File: config.mk
export PLATFORM = sky130hd
export DESIGN_NAME = timed_move_sequencer_obstacle_hold
export DESIGN_NICKNAME = d
export VERILOG_FILES = /design/src/rtl/tmsoh_pkg.sv /design/src/rtl/tmsoh_store.sv /design/src/rtl/tmsoh_outq.sv /design/src/rtl/timed_move_sequencer_obstacle_hold.sv
export SDC_FILE = /design/constraint.sdc
export NUM_CORES = 1
export LEC_CHECK = 0
export BUFFER_PORTS_ARGS = -buffer_cell sky130_fd_sc_hd__buf_4
export CAP_MARGIN = 20
export CORE_MARGIN = 2
export CORE_UTILIZATION = 50
export DETAILED_ROUTE_END_ITERATION = 16
export HOLD_SLACK_MARGIN = 0.02
export PLACE_DENSITY = 0.66
export SYNTH_ARGS = -nofsm -noshare
export SYNTH_HDL_FRONTEND = slang
export SYNTH_SLANG_ARGS = --single-unit
File: constraint.sdc
create_clock -name clk_i -period 11.1 [get_ports clk_i]
set_input_delay 1.11 -clock clk_i [delete_from_list [all_inputs] [get_ports clk_i]]
set_output_delay 1.11 -clock clk_i [all_outputs]
set_load 0.03 [all_outputs]
File: src/rtl/tmsoh_pkg.sv
// shared types, codes and helper functions for the timed move sequencer
// no dependencies; used by every module of the block through scoped names
package tmsoh_pkg;

  // command codes carried by one input transaction
  localparam logic [2:0] CMD_TICK   = 3'd0;
  localparam logic [2:0] CMD_APPEND = 3'd1;
  localparam logic [2:0] CMD_RUN    = 3'd2;
  localparam logic [2:0] CMD_AUTO   = 3'd3;
  localparam logic [2:0] CMD_STOP   = 3'd4;

  // move types as stored
  localparam logic [2:0] MT_FORWARD = 3'd0;
  localparam logic [2:0] MT_BACK    = 3'd1;
  localparam logic [2:0] MT_LEFT    = 3'd2;
  localparam logic [2:0] MT_RIGHT   = 3'd3;
  localparam logic [2:0] MT_WAIT    = 3'd4;

  // motor drive codes
  localparam logic [2:0] DRV_STOP  = 3'd0;
  localparam logic [2:0] DRV_FWD   = 3'd1;
  localparam logic [2:0] DRV_BACK  = 3'd2;
  localparam logic [2:0] DRV_LEFT  = 3'd3;
  localparam logic [2:0] DRV_RIGHT = 3'd4;

  // navigation mode codes
  localparam logic [1:0] MODE_IDLE = 2'd0;
  localparam logic [1:0] MODE_EXEC = 2'd1;
  localparam logic [1:0] MODE_HOLD = 2'd2;
  localparam logic [1:0] MODE_AUTO = 2'd3;

  // configuration register indexes
  localparam logic [0:0] CFG_SPEED  = 1'd0;
  localparam logic [0:0] CFG_THRESH = 1'd1;

  localparam int CFG_DATA_W = 10;
  localparam logic [15:0] DUR_MAX = 16'hFFFF;

  typedef logic [5:0] pos_t;

  // one stored move
  typedef struct packed {
    logic [2:0]  mtype;
    logic [15:0] dur;
  } entry_t;

  // one result transaction
  typedef struct packed {
    logic [2:0] motor_command;
    logic [7:0] drive_speed;
    logic [1:0] nav_mode;
    pos_t       move_position;
    logic       rejected;
  } result_t;

  // map a stored move type to its motor drive code
  function automatic logic [2:0] type_to_drive(input logic [2:0] mtype);
    logic [2:0] drv;
    unique case (mtype)
      MT_FORWARD: drv = DRV_FWD;
      MT_BACK:    drv = DRV_BACK;
      MT_LEFT:    drv = DRV_LEFT;
      MT_RIGHT:   drv = DRV_RIGHT;
      default:    drv = DRV_STOP;
    endcase
    return drv;
  endfunction

endpackage

File: src/rtl/tmsoh_store.sv
// move store: one write port, one registered read port with write bypass
// depends on tmsoh_pkg for the entry type
module tmsoh_store #(
  parameter int Depth = 64,
  parameter int AddrW = 6
) (
  input  logic                clk_i,
  input  logic                we_i,
  input  logic [AddrW-1:0]    waddr_i,
  input  tmsoh_pkg::entry_t   wdata_i,
  input  logic [AddrW-1:0]    raddr_i,
  output tmsoh_pkg::entry_t   rdata_o
);

  tmsoh_pkg::entry_t mem_q [Depth];
  tmsoh_pkg::entry_t rdata_q;

  // write port
  always_ff @(posedge clk_i) begin
    if (we_i) begin
      mem_q[waddr_i] <= wdata_i;
    end
  end

  // read port, a write to the same entry in the same cycle is forwarded
  always_ff @(posedge clk_i) begin
    if (we_i && (waddr_i == raddr_i)) begin
      rdata_q <= wdata_i;
    end else begin
      rdata_q <= mem_q[raddr_i];
    end
  end

  assign rdata_o = rdata_q;

endmodule

File: src/rtl/tmsoh_outq.sv
// two-entry result queue between the sequencer and the output channel
// depends on tmsoh_pkg for the result type
module tmsoh_outq (
  input  logic               clk_i,
  input  logic               rst_ni,
  input  logic               push_valid_i,
  output logic               push_ready_o,
  input  tmsoh_pkg::result_t push_data_i,
  output logic               pop_valid_o,
  input  logic               pop_ready_i,
  output tmsoh_pkg::result_t pop_data_o
);

  tmsoh_pkg::result_t slot_q [2];
  logic       wr_ptr_q, rd_ptr_q;
  logic [1:0] cnt_q, cnt_d;
  logic       push, pop;

  assign push_ready_o = (cnt_q != 2'd2);
  assign pop_valid_o  = (cnt_q != 2'd0);
  assign push         = push_valid_i && push_ready_o;
  assign pop          = pop_valid_o && pop_ready_i;
  assign pop_data_o   = slot_q[rd_ptr_q];

  // occupancy
  always_comb begin
    cnt_d = cnt_q;
    if (push && !pop) begin
      cnt_d = cnt_q + 2'd1;
    end else if (pop && !push) begin
      cnt_d = cnt_q - 2'd1;
    end
  end

  // pointers and count
  always_ff @(posedge clk_i or negedge rst_ni) begin
    if (!rst_ni) begin
      wr_ptr_q <= 1'b0;
      rd_ptr_q <= 1'b0;
      cnt_q    <= 2'd0;
    end else begin
      cnt_q <= cnt_d;
      if (push) begin
        wr_ptr_q <= ~wr_ptr_q;
      end
      if (pop) begin
        rd_ptr_q <= ~rd_ptr_q;
      end
    end
  end

  // payload slots
  always_ff @(posedge clk_i) begin
    if (push) begin
      slot_q[wr_ptr_q] <= push_data_i;
    end
  end

endmodule

File: src/rtl/timed_move_sequencer_obstacle_hold.sv
// timed move sequencer with obstacle hold: top level
// each result is computed combinationally and pushed into the result queue when its transaction is accepted
// throughput: one transaction per cycle while the result queue has room; a two-entry result queue absorbs output stalls
// the next move is prefetched through the store's registered read port (one read port, bypassed writes)
// reset: asynchronous, active low; control registers return to defaults, store is not cleared
// depends on tmsoh_pkg, tmsoh_store and tmsoh_outq
module timed_move_sequencer_obstacle_hold #(
  parameter int MAX_MOVES = 64
) (
  input  logic        clk_i,
  input  logic        rst_ni,
  input  logic        in_valid_i,
  output logic        in_ready_o,
  input  logic [2:0]  cmd_i,
  input  logic [2:0]  move_type_i,
  input  logic [15:0] move_duration_ms_i,
  input  logic [9:0]  distance_cm_i,
  output logic        out_valid_o,
  input  logic        out_ready_i,
  output logic [2:0]  motor_command_o,
  output logic [7:0]  drive_speed_o,
  output logic [1:0]  nav_mode_o,
  output logic [5:0]  move_position_o,
  output logic        rejected_o,
  input  logic        cfg_valid_i,
  output logic        cfg_ready_o,
  input  logic [0:0]  cfg_index_i,
  input  logic [tmsoh_pkg::CFG_DATA_W-1:0] cfg_data_i
);

  localparam int IdxW = (MAX_MOVES > 1) ? $clog2(MAX_MOVES) : 1;
  localparam int LenW = $clog2(MAX_MOVES + 1);

  // configuration registers
  logic [7:0] speed_q;
  logic [9:0] thr_q;

  // sequencer state
  logic [1:0]      mode_q, mode_d;
  logic [LenW-1:0] len_q, len_d;
  logic [IdxW-1:0] idx_q, idx_d;
  logic [15:0]     rem_q, rem_d;
  logic [15:0]     el_q, el_d;
  logic            avoid_q, avoid_d;
  logic [2:0]      drv_q, drv_d;
  logic [2:0]      cur_type_q, cur_type_d;
  tmsoh_pkg::entry_t head_q;

  // per-transaction signals
  logic              in_fire;
  logic              obstacle;
  logic              full;
  logic              rej;
  logic [15:0]       el_inc;
  logic [LenW-1:0]   idx_inc;
  logic              store_we;
  tmsoh_pkg::entry_t wentry;
  tmsoh_pkg::entry_t next_entry;
  logic [IdxW-1:0]   raddr;
  tmsoh_pkg::result_t res;

  assign cfg_ready_o = 1'b1;
  assign in_fire     = in_valid_i && in_ready_o;
  assign obstacle    = (distance_cm_i < thr_q);
  assign full        = (len_q == LenW'(MAX_MOVES));
  assign el_inc      = (el_q == tmsoh_pkg::DUR_MAX) ? el_q : el_q + 16'd1;
  assign idx_inc     = LenW'(idx_q) + LenW'(1);

  // append data, unknown types are kept as wait
  assign wentry.mtype = (move_type_i > tmsoh_pkg::MT_WAIT) ? tmsoh_pkg::MT_WAIT : move_type_i;
  assign wentry.dur   = move_duration_ms_i;
  assign store_we     = in_fire && (cmd_i == tmsoh_pkg::CMD_APPEND) && !full;

  // prefetch the entry after the next current index
  assign raddr = idx_d + IdxW'(1);

  tmsoh_store #(
    .Depth (MAX_MOVES),
    .AddrW (IdxW)
  ) u_store (
    .clk_i   (clk_i),
    .we_i    (store_we),
    .waddr_i (len_q[IdxW-1:0]),
    .wdata_i (wentry),
    .raddr_i (raddr),
    .rdata_o (next_entry)
  );

  // next-state logic for one accepted transaction
  always_comb begin
    mode_d     = mode_q;
    len_d      = len_q;
    idx_d      = idx_q;
    rem_d      = rem_q;
    el_d       = el_q;
    avoid_d    = avoid_q;
    drv_d      = drv_q;
    cur_type_d = cur_type_q;
    rej        = 1'b0;
    if (in_fire) begin
      unique case (cmd_i)
        tmsoh_pkg::CMD_TICK: begin
          unique case (mode_q)
            tmsoh_pkg::MODE_AUTO: begin
              if (obstacle && !avoid_q) begin
                avoid_d = 1'b1;
                drv_d   = tmsoh_pkg::DRV_RIGHT;
              end else if (!obstacle && avoid_q) begin
                avoid_d = 1'b0;
                drv_d   = tmsoh_pkg::DRV_FWD;
              end
            end
            tmsoh_pkg::MODE_HOLD: begin
              if (!obstacle) begin
                el_d   = 16'd0;
                mode_d = tmsoh_pkg::MODE_EXEC;
                drv_d  = tmsoh_pkg::type_to_drive(cur_type_q);
              end
            end
            tmsoh_pkg::MODE_EXEC: begin
              el_d = el_inc;
              if ((cur_type_q == tmsoh_pkg::MT_FORWARD) && obstacle) begin
                // keep the unfinished time and wait for a clear way
                rem_d  = (el_inc >= rem_q) ? 16'd0 : rem_q - el_inc;
                drv_d  = tmsoh_pkg::DRV_STOP;
                mode_d = tmsoh_pkg::MODE_HOLD;
              end else if (el_inc >= rem_q) begin
                if (idx_inc >= len_q) begin
                  // path finished
                  drv_d   = tmsoh_pkg::DRV_STOP;
                  mode_d  = tmsoh_pkg::MODE_IDLE;
                  len_d   = '0;
                  idx_d   = '0;
                  avoid_d = 1'b0;
                end else begin
                  idx_d      = idx_inc[IdxW-1:0];
                  rem_d      = next_entry.dur;
                  el_d       = 16'd0;
                  cur_type_d = next_entry.mtype;
                  drv_d      = tmsoh_pkg::type_to_drive(next_entry.mtype);
                end
              end
            end
            default: begin
            end
          endcase
        end
        tmsoh_pkg::CMD_APPEND: begin
          if (full) begin
            rej = 1'b1;
          end else begin
            len_d = len_q + LenW'(1);
          end
        end
        tmsoh_pkg::CMD_RUN: begin
          idx_d = '0;
          if (len_q == '0) begin
            mode_d = tmsoh_pkg::MODE_IDLE;
            drv_d  = tmsoh_pkg::DRV_STOP;
          end else begin
            mode_d     = tmsoh_pkg::MODE_EXEC;
            rem_d      = head_q.dur;
            el_d       = 16'd0;
            cur_type_d = head_q.mtype;
            drv_d      = tmsoh_pkg::type_to_drive(head_q.mtype);
          end
        end
        tmsoh_pkg::CMD_AUTO: begin
          len_d   = '0;
          idx_d   = '0;
          avoid_d = 1'b0;
          mode_d  = tmsoh_pkg::MODE_AUTO;
          drv_d   = tmsoh_pkg::DRV_FWD;
        end
        tmsoh_pkg::CMD_STOP: begin
          len_d   = '0;
          idx_d   = '0;
          avoid_d = 1'b0;
          mode_d  = tmsoh_pkg::MODE_IDLE;
          drv_d   = tmsoh_pkg::DRV_STOP;
        end
        default: begin
        end
      endcase
    end
  end

  // result of this transaction
  always_comb begin
    res.motor_command = drv_d;
    res.drive_speed   = (drv_d == tmsoh_pkg::DRV_STOP) ? 8'd0 : speed_q;
    res.nav_mode      = mode_d;
    res.move_position = tmsoh_pkg::pos_t'(idx_d);
    res.rejected      = rej;
  end

  // sequencer registers
  always_ff @(posedge clk_i or negedge rst_ni) begin
    if (!rst_ni) begin
      mode_q     <= tmsoh_pkg::MODE_IDLE;
      len_q      <= '0;
      idx_q      <= '0;
      rem_q      <= 16'd0;
      el_q       <= 16'd0;
      avoid_q    <= 1'b0;
      drv_q      <= tmsoh_pkg::DRV_STOP;
      cur_type_q <= tmsoh_pkg::MT_FORWARD;
    end else begin
      mode_q     <= mode_d;
      len_q      <= len_d;
      idx_q      <= idx_d;
      rem_q      <= rem_d;
      el_q       <= el_d;
      avoid_q    <= avoid_d;
      drv_q      <= drv_d;
      cur_type_q <= cur_type_d;
    end
  end

  // copy of the first move so a run can start without a store read
  always_ff @(posedge clk_i) begin
    if (store_we && (len_q == '0)) begin
      head_q <= wentry;
    end
  end

  // configuration registers
  always_ff @(posedge clk_i or negedge rst_ni) begin
    if (!rst_ni) begin
      speed_q <= 8'd200;
      thr_q   <= 10'd20;
    end else if (cfg_valid_i && cfg_ready_o) begin
      unique case (cfg_index_i)
        tmsoh_pkg::CFG_SPEED:  speed_q <= cfg_data_i[7:0];
        tmsoh_pkg::CFG_THRESH: thr_q   <= cfg_data_i[9:0];
        default: begin
        end
      endcase
    end
  end

  // result queue
  tmsoh_pkg::result_t out_res;

  tmsoh_outq u_outq (
    .clk_i        (clk_i),
    .rst_ni       (rst_ni),
    .push_valid_i (in_valid_i),
    .push_ready_o (in_ready_o),
    .push_data_i  (res),
    .pop_valid_o  (out_valid_o),
    .pop_ready_i  (out_ready_i),
    .pop_data_o   (out_res)
  );

  assign motor_command_o = out_res.motor_command;
  assign drive_speed_o   = out_res.drive_speed;
  assign nav_mode_o      = out_res.nav_mode;
  assign move_position_o = out_res.move_position;
  assign rejected_o      = out_res.rejected;

  // a running path always points at a stored move
  a_exec_idx_in_path: assert property (@(posedge clk_i) disable iff (!rst_ni)
    (mode_q == tmsoh_pkg::MODE_EXEC) |-> (LenW'(idx_q) < len_q))
    else $error("current move index outside the path while executing");

  // the store never holds more moves than it has entries
  a_len_bound: assert property (@(posedge clk_i) disable iff (!rst_ni)
    len_q <= LenW'(MAX_MOVES))
    else $error("path length beyond store depth");

  // motors stay stopped during an obstacle hold
  a_hold_stopped: assert property (@(posedge clk_i) disable iff (!rst_ni)
    (mode_q == tmsoh_pkg::MODE_HOLD) |-> (drv_q == tmsoh_pkg::DRV_STOP))
    else $error("motors driven during obstacle hold");

  // idle mode always sits at the start of the path
  a_idle_idx_zero: assert property (@(posedge clk_i) disable iff (!rst_ni)
    (mode_q == tmsoh_pkg::MODE_IDLE) |-> (idx_q == '0))
    else $error("nonzero move index while idle");

endmodule

==> flow_summary.ini, run 1 <==
[worst_setup_path]
crit_path_top_delay_cell = nor4_1
regToRegSetupSlack_ns = 5.82
crit_path_end_kind = flop
required_ns = 11.73
critPathLaunchType = flop
worstPathMaxFanout = 11
max_stage_delay_ns = 0.80
crit_chain = ha_1 > and2_1 > nand4_1 > or3_1 > nand2_1 > nor2_1 > nand3_1 > xor2_1 > ha_1 > a21oi_1 > o21ai_0 > a21oi_1 > a21oi_1 > buf_4 > nor4_1 > o22a_1 > ha_1 > nand3_1 > xnor2_1
crit_arrival_ns = 5.91
path_class = flop to flop

[grt]
grt_max_degree = 141
antenna_found_initial = 3
grt.overflow.total = 0
grt.total_usage_pct = 23.84
grt_pass1_vias = 27740
grt_pass1_wl_um = 190700

[clock_network]
clock-sinks = 1357
htreeDepth = 4
cts_made_buffers = 140
clock_latency_ns = 0.75
hold_buffers = 0
cts_buffer_depth = 3
post_cts_resized = 0
clkSlewWorstSetupHoldPaths_ns = 0.06
post_cts_buffers = 0
cts_tree = yes
clock-root-buffer = clkbuf_16

[sta]
grt_setup_unrepaired = false
slew_headroom_pct = 14.34
max_freq_mhz = 189.4
finalHoldViolations = 0
finalCritPeriodShare_pct = 47.56
timing.hold.ws_ns = 0.3059
fin_worst_skew_ns = 0.02747
final-setup-viol-count = 0
worst_pin_slew_ns = 1.285
fin_crit_ns = 5.279
drv_slew = 0
fin_tns_setup_ns = 0

[logic_synthesis]
synth_seq_cells = 1357
synth_compound_area_share_pct = 2.763
syn_nets = 2743
synthCells = 2650
synthSimpleGateAreaFrac_pct = 3.229
synth-xor-area-share_pct = 0.5626
ys_types = 79
synth-adder-area-share_pct = 1.047
synth_edf_count = 1275
synthFlopType = edfxtp_1
synth_top_family_by_area = multiplexers
synth_warnings = 0
synth_mux_area_share_pct = 16.94
avgSynthCellArea_um2 = 20.56
ys_seq_area_share_pct = 74.00
ys_async_sr_fraction_pct = 5.601
syn-cell-area_um2 = 54480

[place]
hpwlAfterDp_um = 74030
gp_congestion = 0.8892
port_buffers = 69
postPlaceCellArea_um2 = 56960

[floorplanning]
dieWidth_um = 334.1
coreArea_um2 = 108400
dieHeight_um = 334.1
start_util_pct = 50.26
ios = 71
rows = 121
die-area_um2 = 111600

[finish]
syn2layout_area_growth_pct = 12.55
final_cell_mix = edfxtp_1, mux4_2, clkbuf_16, buf_4, nand2_1
mostFrequentLayoutCell = edfxtp_1
nets = 2875
fin_util_pct = 56.57
layout-drive-gt1-share_pct = 28.21
finalInstanceArea_um2 = 61320

[job]
cap_violations = 0

[power]
p_per_area_nw_per_um2 = 194.7
peakVddDrop_uv = 168.6
p_leak_nw = 19.51
power_mw = 11.94

[detailed_routing]
antenna_left = 0
drt_pass1_iterations = 6
routed_via_density = 6.303
wl_per_cell_um = 30.29
wl_um = 130400
drt_iter0_drc = 3402
via_count = 27130
drc = 0

[run_status]
status = completed

[worst_hold_path]
hp-class = input pin to asynchronous set/reset pin
## flip-flops by register name, summed over array words and instances (netlist names), named ones only
register / flops
head_q: 19
el_q: 16
mode_q: 2
u_outq.slot_q: 40
u_outq.wr_ptr_q: 1
speed_q: 8
thr_q: 10
drv_q: 3
u_outq.rd_ptr_q: 1
u_store.mem_q: 1216
len_q: 7
rem_q: 16
cur_type_q: 3
u_outq.cnt_q: 2
avoid_q: 1
idx_q: 6
## Yosys cell counts, types with 6 or more instances
cell type	count	area share (%)
edfxtp_1	1275	70
mux4_2	382	16
nor2_1	123	0.85
nand2_1	94	0.65
dfrtp_1	71	3.3
clkbuf_1	65	0.45
o21ai_0	63	0.58
inv_1	46	0.32
ha_1	44	1.0
nand3_1	41	0.38
buf_2	37	0.34
mux2_2	36	0.74
a21oi_1	29	0.27
mux2i_1	22	0.40
a31oi_1	21	0.24
xor2_1	18	0.29
xnor2_1	17	0.27
nor3_1	14	0.13
nand4_1	13	0.15
buf_1	12	0.083
nand2b_1	12	0.14
a21o_1	11	0.15
and3_1	11	0.13
nor2b_1	11	0.13
and2_1	10	0.11
buf_4	10	0.14
o211ai_1	9	0.12
a211oi_1	8	0.11
nor4_1	8	0.092
o21a_1	8	0.11
a22oi_1	7	0.096
o31ai_1	7	0.096
buf_6	6	0.12
dfxtp_1	6	0.22
nand3b_1	6	0.083
or3_1	6	0.069
## layer usage
layer / part of all wire [%] / global-route usage [%] / vias up / wire, µm
met5: 0 / 0 / - / 0
met4: 3.1 / 8.185 / 0 / 4094
met3: 7.7 / 4.360 / 235 / 10090
met2: 50 / 39.01 / 1242 / 64640
met1: 40 / 32.59 / 14380 / 51580
li1: - / - / 11280 / -
## area by class of cell
class | count | area [µm²]
well taps | 1414 | 1769
flip-flops and latches | 1357 | 40330
multi-input cells | 1116 | 13740
clock buffers | 179 | 3755
inverters | 47 | 176.4
clock inverters | 70 | 596.8
diodes | 2 | 5.005
fillers | 7839 | 47080
repair buffers | 120 | 945.9
## through the flow
| stage | worst slack (ns) | std cells |
|---|---|---|
| 6_report | 5.821 | 4305 |
| 5_1_grt | 5.160 | 4304 |
| 4_1_cts | 5.752 | 4303 |
| 3_5_place_dp | 5.803 | 4054 |
| 3_3_place_gp | 5.836 | 4053 |
| 2_1_floorplan | 6.657 | 2650 |
## worst max-delay path, delay by kind of cell, from the launching register on
kind            cells  cell delay (ns)
simple gates        8             2.33
flops               1             0.43
buf+inv             1             0.23
xor+xnor            2             0.33
fa+ha+maj           3             0.74
compound gates      5             1.11
## where the power goes
part	total [mW]	internal, mW	leakage, nW	switching, mW
logic	1.63	0.650	4.91	0.982
registers	5.85	5.73	12.5	0.114
clock network	4.46	2.54	2.12	1.91
## logic make-up (layout without fill, tap and decap cells)
| family | count (synthesis) | count (layout) |
|---|---|---|
| xor+xnor | 35 | 35 |
| fa+ha+maj | 45 | 45 |
| compound gates | 225 | 225 |
| mux | 440 | 440 |
| buf+inv | 177 | 416 |
| flops | 1357 | 1357 |
| other cells | 1 | 3 |
| simple gates | 370 | 370 |
## worst paths after layout
kind | depth (start not counted) | end | startpoint
setup / recovery | 19 | flop | el_q[0]
setup reg to reg | 19 | flop | el_q[0]
min in group clk_i | 1 | u_outq.cnt_q[1] | u_outq.cnt_q[1]
max in group asynchronous | 2 | thr_q[0] | rst_ni
hold / removal | 1 | el_q[2] | rst_ni
hold reg to reg | 1 | u_outq.cnt_q[1] | u_outq.cnt_q[1]
Power figures use the tool's default switching activity.
==> run 2, diff against run 1 <==
- clock period: 11.1 -> 5 ns (I/O delays scaled with it)
==> run 2 against run 1 <==
Against the previous run: clock-buffer cell count shrank 7; cell area grew 0.92%; global-route usage grew 0.089 points; clock skew grew 0.0011 ns; highest routed layer is now met5; critical path depth shrank 2; non-clock buffer count grew 75; cell count grew 1.7%; combinational power grew 130%; power grew 120%; die area is the same; clock power grew 120%.
==> flow_summary.ini, run 2 (synthesis gave the netlist of run 1 again) <==
[finish]
fin_util_pct = 57.09
final_cell_mix = edfxtp_1, mux4_2, buf_4, clkbuf_16, nand2_1
nets = 2948
stdcell_count = 4378
layout-drive-gt1-share_pct = 29.83
largest_reg_flops = 1216
reg_top3 = u_store.mem_q: 1216 flops, u_outq.slot_q: 40 flops, head_q: 19 flops
syn2layout_area_growth_pct = 13.58
finalInstanceArea_um2 = 61880
mostFrequentLayoutCell = edfxtp_1
largest-register = u_store.mem_q

[power]
power_mw = 26.64
p_leak_nw = 19.93
p_per_area_nw_per_um2 = 430.6
peakVddDrop_uv = 346.4

[grt]
met2_usage_pct = 38.68
use_met1_pct = 32.79
grtUsageMet3_pct = 4.360
grt_pass1_wl_um = 192000
grt.total_usage_pct = 23.93
grt_max_degree = 77
antenna_found_initial = 5
grt.busiest_layer = met2
grt_pass1_vias = 28130
grt.overflow.total = 0

[floorplanning]
die-area_um2 = 111600
dieWidth_um = 334.1
dieHeight_um = 334.1
start_util_pct = 50.26
coreArea_um2 = 108400
rows = 121
ios = 71

[place]
port_buffers = 69
dp.cells = 4116
hpwlAfterDp_um = 76720
gp_congestion = 0.8550
postPlaceCellArea_um2 = 57350
dp_slack_ns = 0.01331

[sta]
setup_ws_ns = 0.3619
final-setup-viol-count = 0
fin_crit_ns = 4.638
fin_tns_setup_ns = 0
drv_slew = 0
timing.hold.ws_ns = 0.07999
fin_worst_skew_ns = 0.02860
finalHoldViolations = 0
worst_pin_slew_ns = 1.031
grt_setup_unrepaired = false
slew_headroom_pct = 31.05
finalCritPeriodShare_pct = 92.76
max_freq_mhz = 215.6

[worst_setup_path]
path_class = flop to flop
crit_path_top_delay_cell = or3_4
crit_top_cell = ha_1
crit_path_end_kind = flop
max_stage_delay_ns = 0.49
crit_arrival_ns = 5.10
crit_chain = ha_1 > and2_1 > nand4_1 > or3_4 > xor2_1 > ha_1 > fa_1 > nand2b_1 > a211oi_2 > o21ai_0 > a21oi_1 > buf_12 > nor2_1 > and4b_1 > a211oi_4 > buf_4 > a31oi_1
required_ns = 5.46
worstPathMaxFanout = 13
critPathLaunchType = flop

[clock_network]
cts_buffer_depth = 3
clock-sinks = 1357
clock-root-buffer = clkbuf_16
htreeDepth = 4
cts_tree = yes
clock_latency_ns = 0.74
clkSlewWorstSetupHoldPaths_ns = 0.06
cts_made_buffers = 138

[detailed_routing]
antenna_left = 0
routed_via_density = 6.218
wl_per_cell_um = 30.05
drt_iter0_drc = 2996
via_count = 27220
drc = 0
wl_um = 131500
drt_pass1_iterations = 5

[job]
cap_violations = 0

[run_status]
status = completed

[worst_hold_path]
hp-class = input pin to flop
## run 2: changes by cell type in the layout (fill, tap and decap cells not counted), moves of 5 or more
cell / delta
nor2_4: -27
clkinv_1: +5
clkbuf_1: -5
buf_12: +6
dlygate4sd3_1: +11
buf_4: +58
clkinv_2: +7
nor2_2: +27
## run 2: worst max-delay path: cells and delay by family, from the launching register on
kind,cells,cell delay [ns]
and+or+nand+nor,6,1.48
xor gates and xnor gates,1,0.18
AOI/OAI and AO/OA,5,1.05
adders and majority gates,3,0.84
DFF,1,0.42
buffers and inverters,2,0.37
## run 2: layer usage
| layer | share of wire, % | wire length, µm |
|---|---|---|
| met1 | 40 | 52910 |
| met2 | 49 | 63910 |
| met3 | 7.6 | 9981 |
| met4 | 3.6 | 4719 |
| met5 | 0.019 | 25 |
## run 2: timing repair
action / CTS / global route
gates resized for setup: 1 / 7
cloned: 0 / 0
setup endpoints to repair: 1 / 65
hold endpoints to repair: 89 / 0
pin swaps: 0 / 1
buffers inserted: 0 / 1
hold buffers: 11 / 0
## run 2: final timing paths
kind | start | to | slack [ns] | cells past startpoint
max reg2reg | el_q[0] | u_outq.slot_q[0][11] | 0.36 | 17
min | out_ready_i | u_outq.rd_ptr_q | 0.08 | 3
min reg2reg | rem_q[0] | rem_q[0] | 0.49 | 2
max in group asynchronous | rst_ni | speed_q[3] | 4.10 | 3
max | el_q[0] | u_outq.slot_q[0][11] | 0.36 | 17
min in group asynchronous | rst_ni | el_q[14] | 0.23 | 2
## run 2: final cells by class
type | instances | area, µm²
flip-flops and latches | 1357 | 40330
repair buffers | 195 | 1612
clock buffers | 172 | 3697
diodes | 1 | 2.502
multi-input cells | 1116 | 13640
fillers | 7881 | 46520
inverters | 47 | 176.4
clock inverters | 76 | 654.4
well taps | 1414 | 1769
## run 2: power by group
| part | total [mW] | internal [mW] | switching, mW |
|---|---|---|---|
| Sequential | 13.0 | 12.7 | 0.249 |
| Clock | 9.96 | 5.76 | 4.20 |
| Combinational | 3.71 | 1.51 | 2.20 |
| Total | 26.6 | 20.0 | 6.64 |
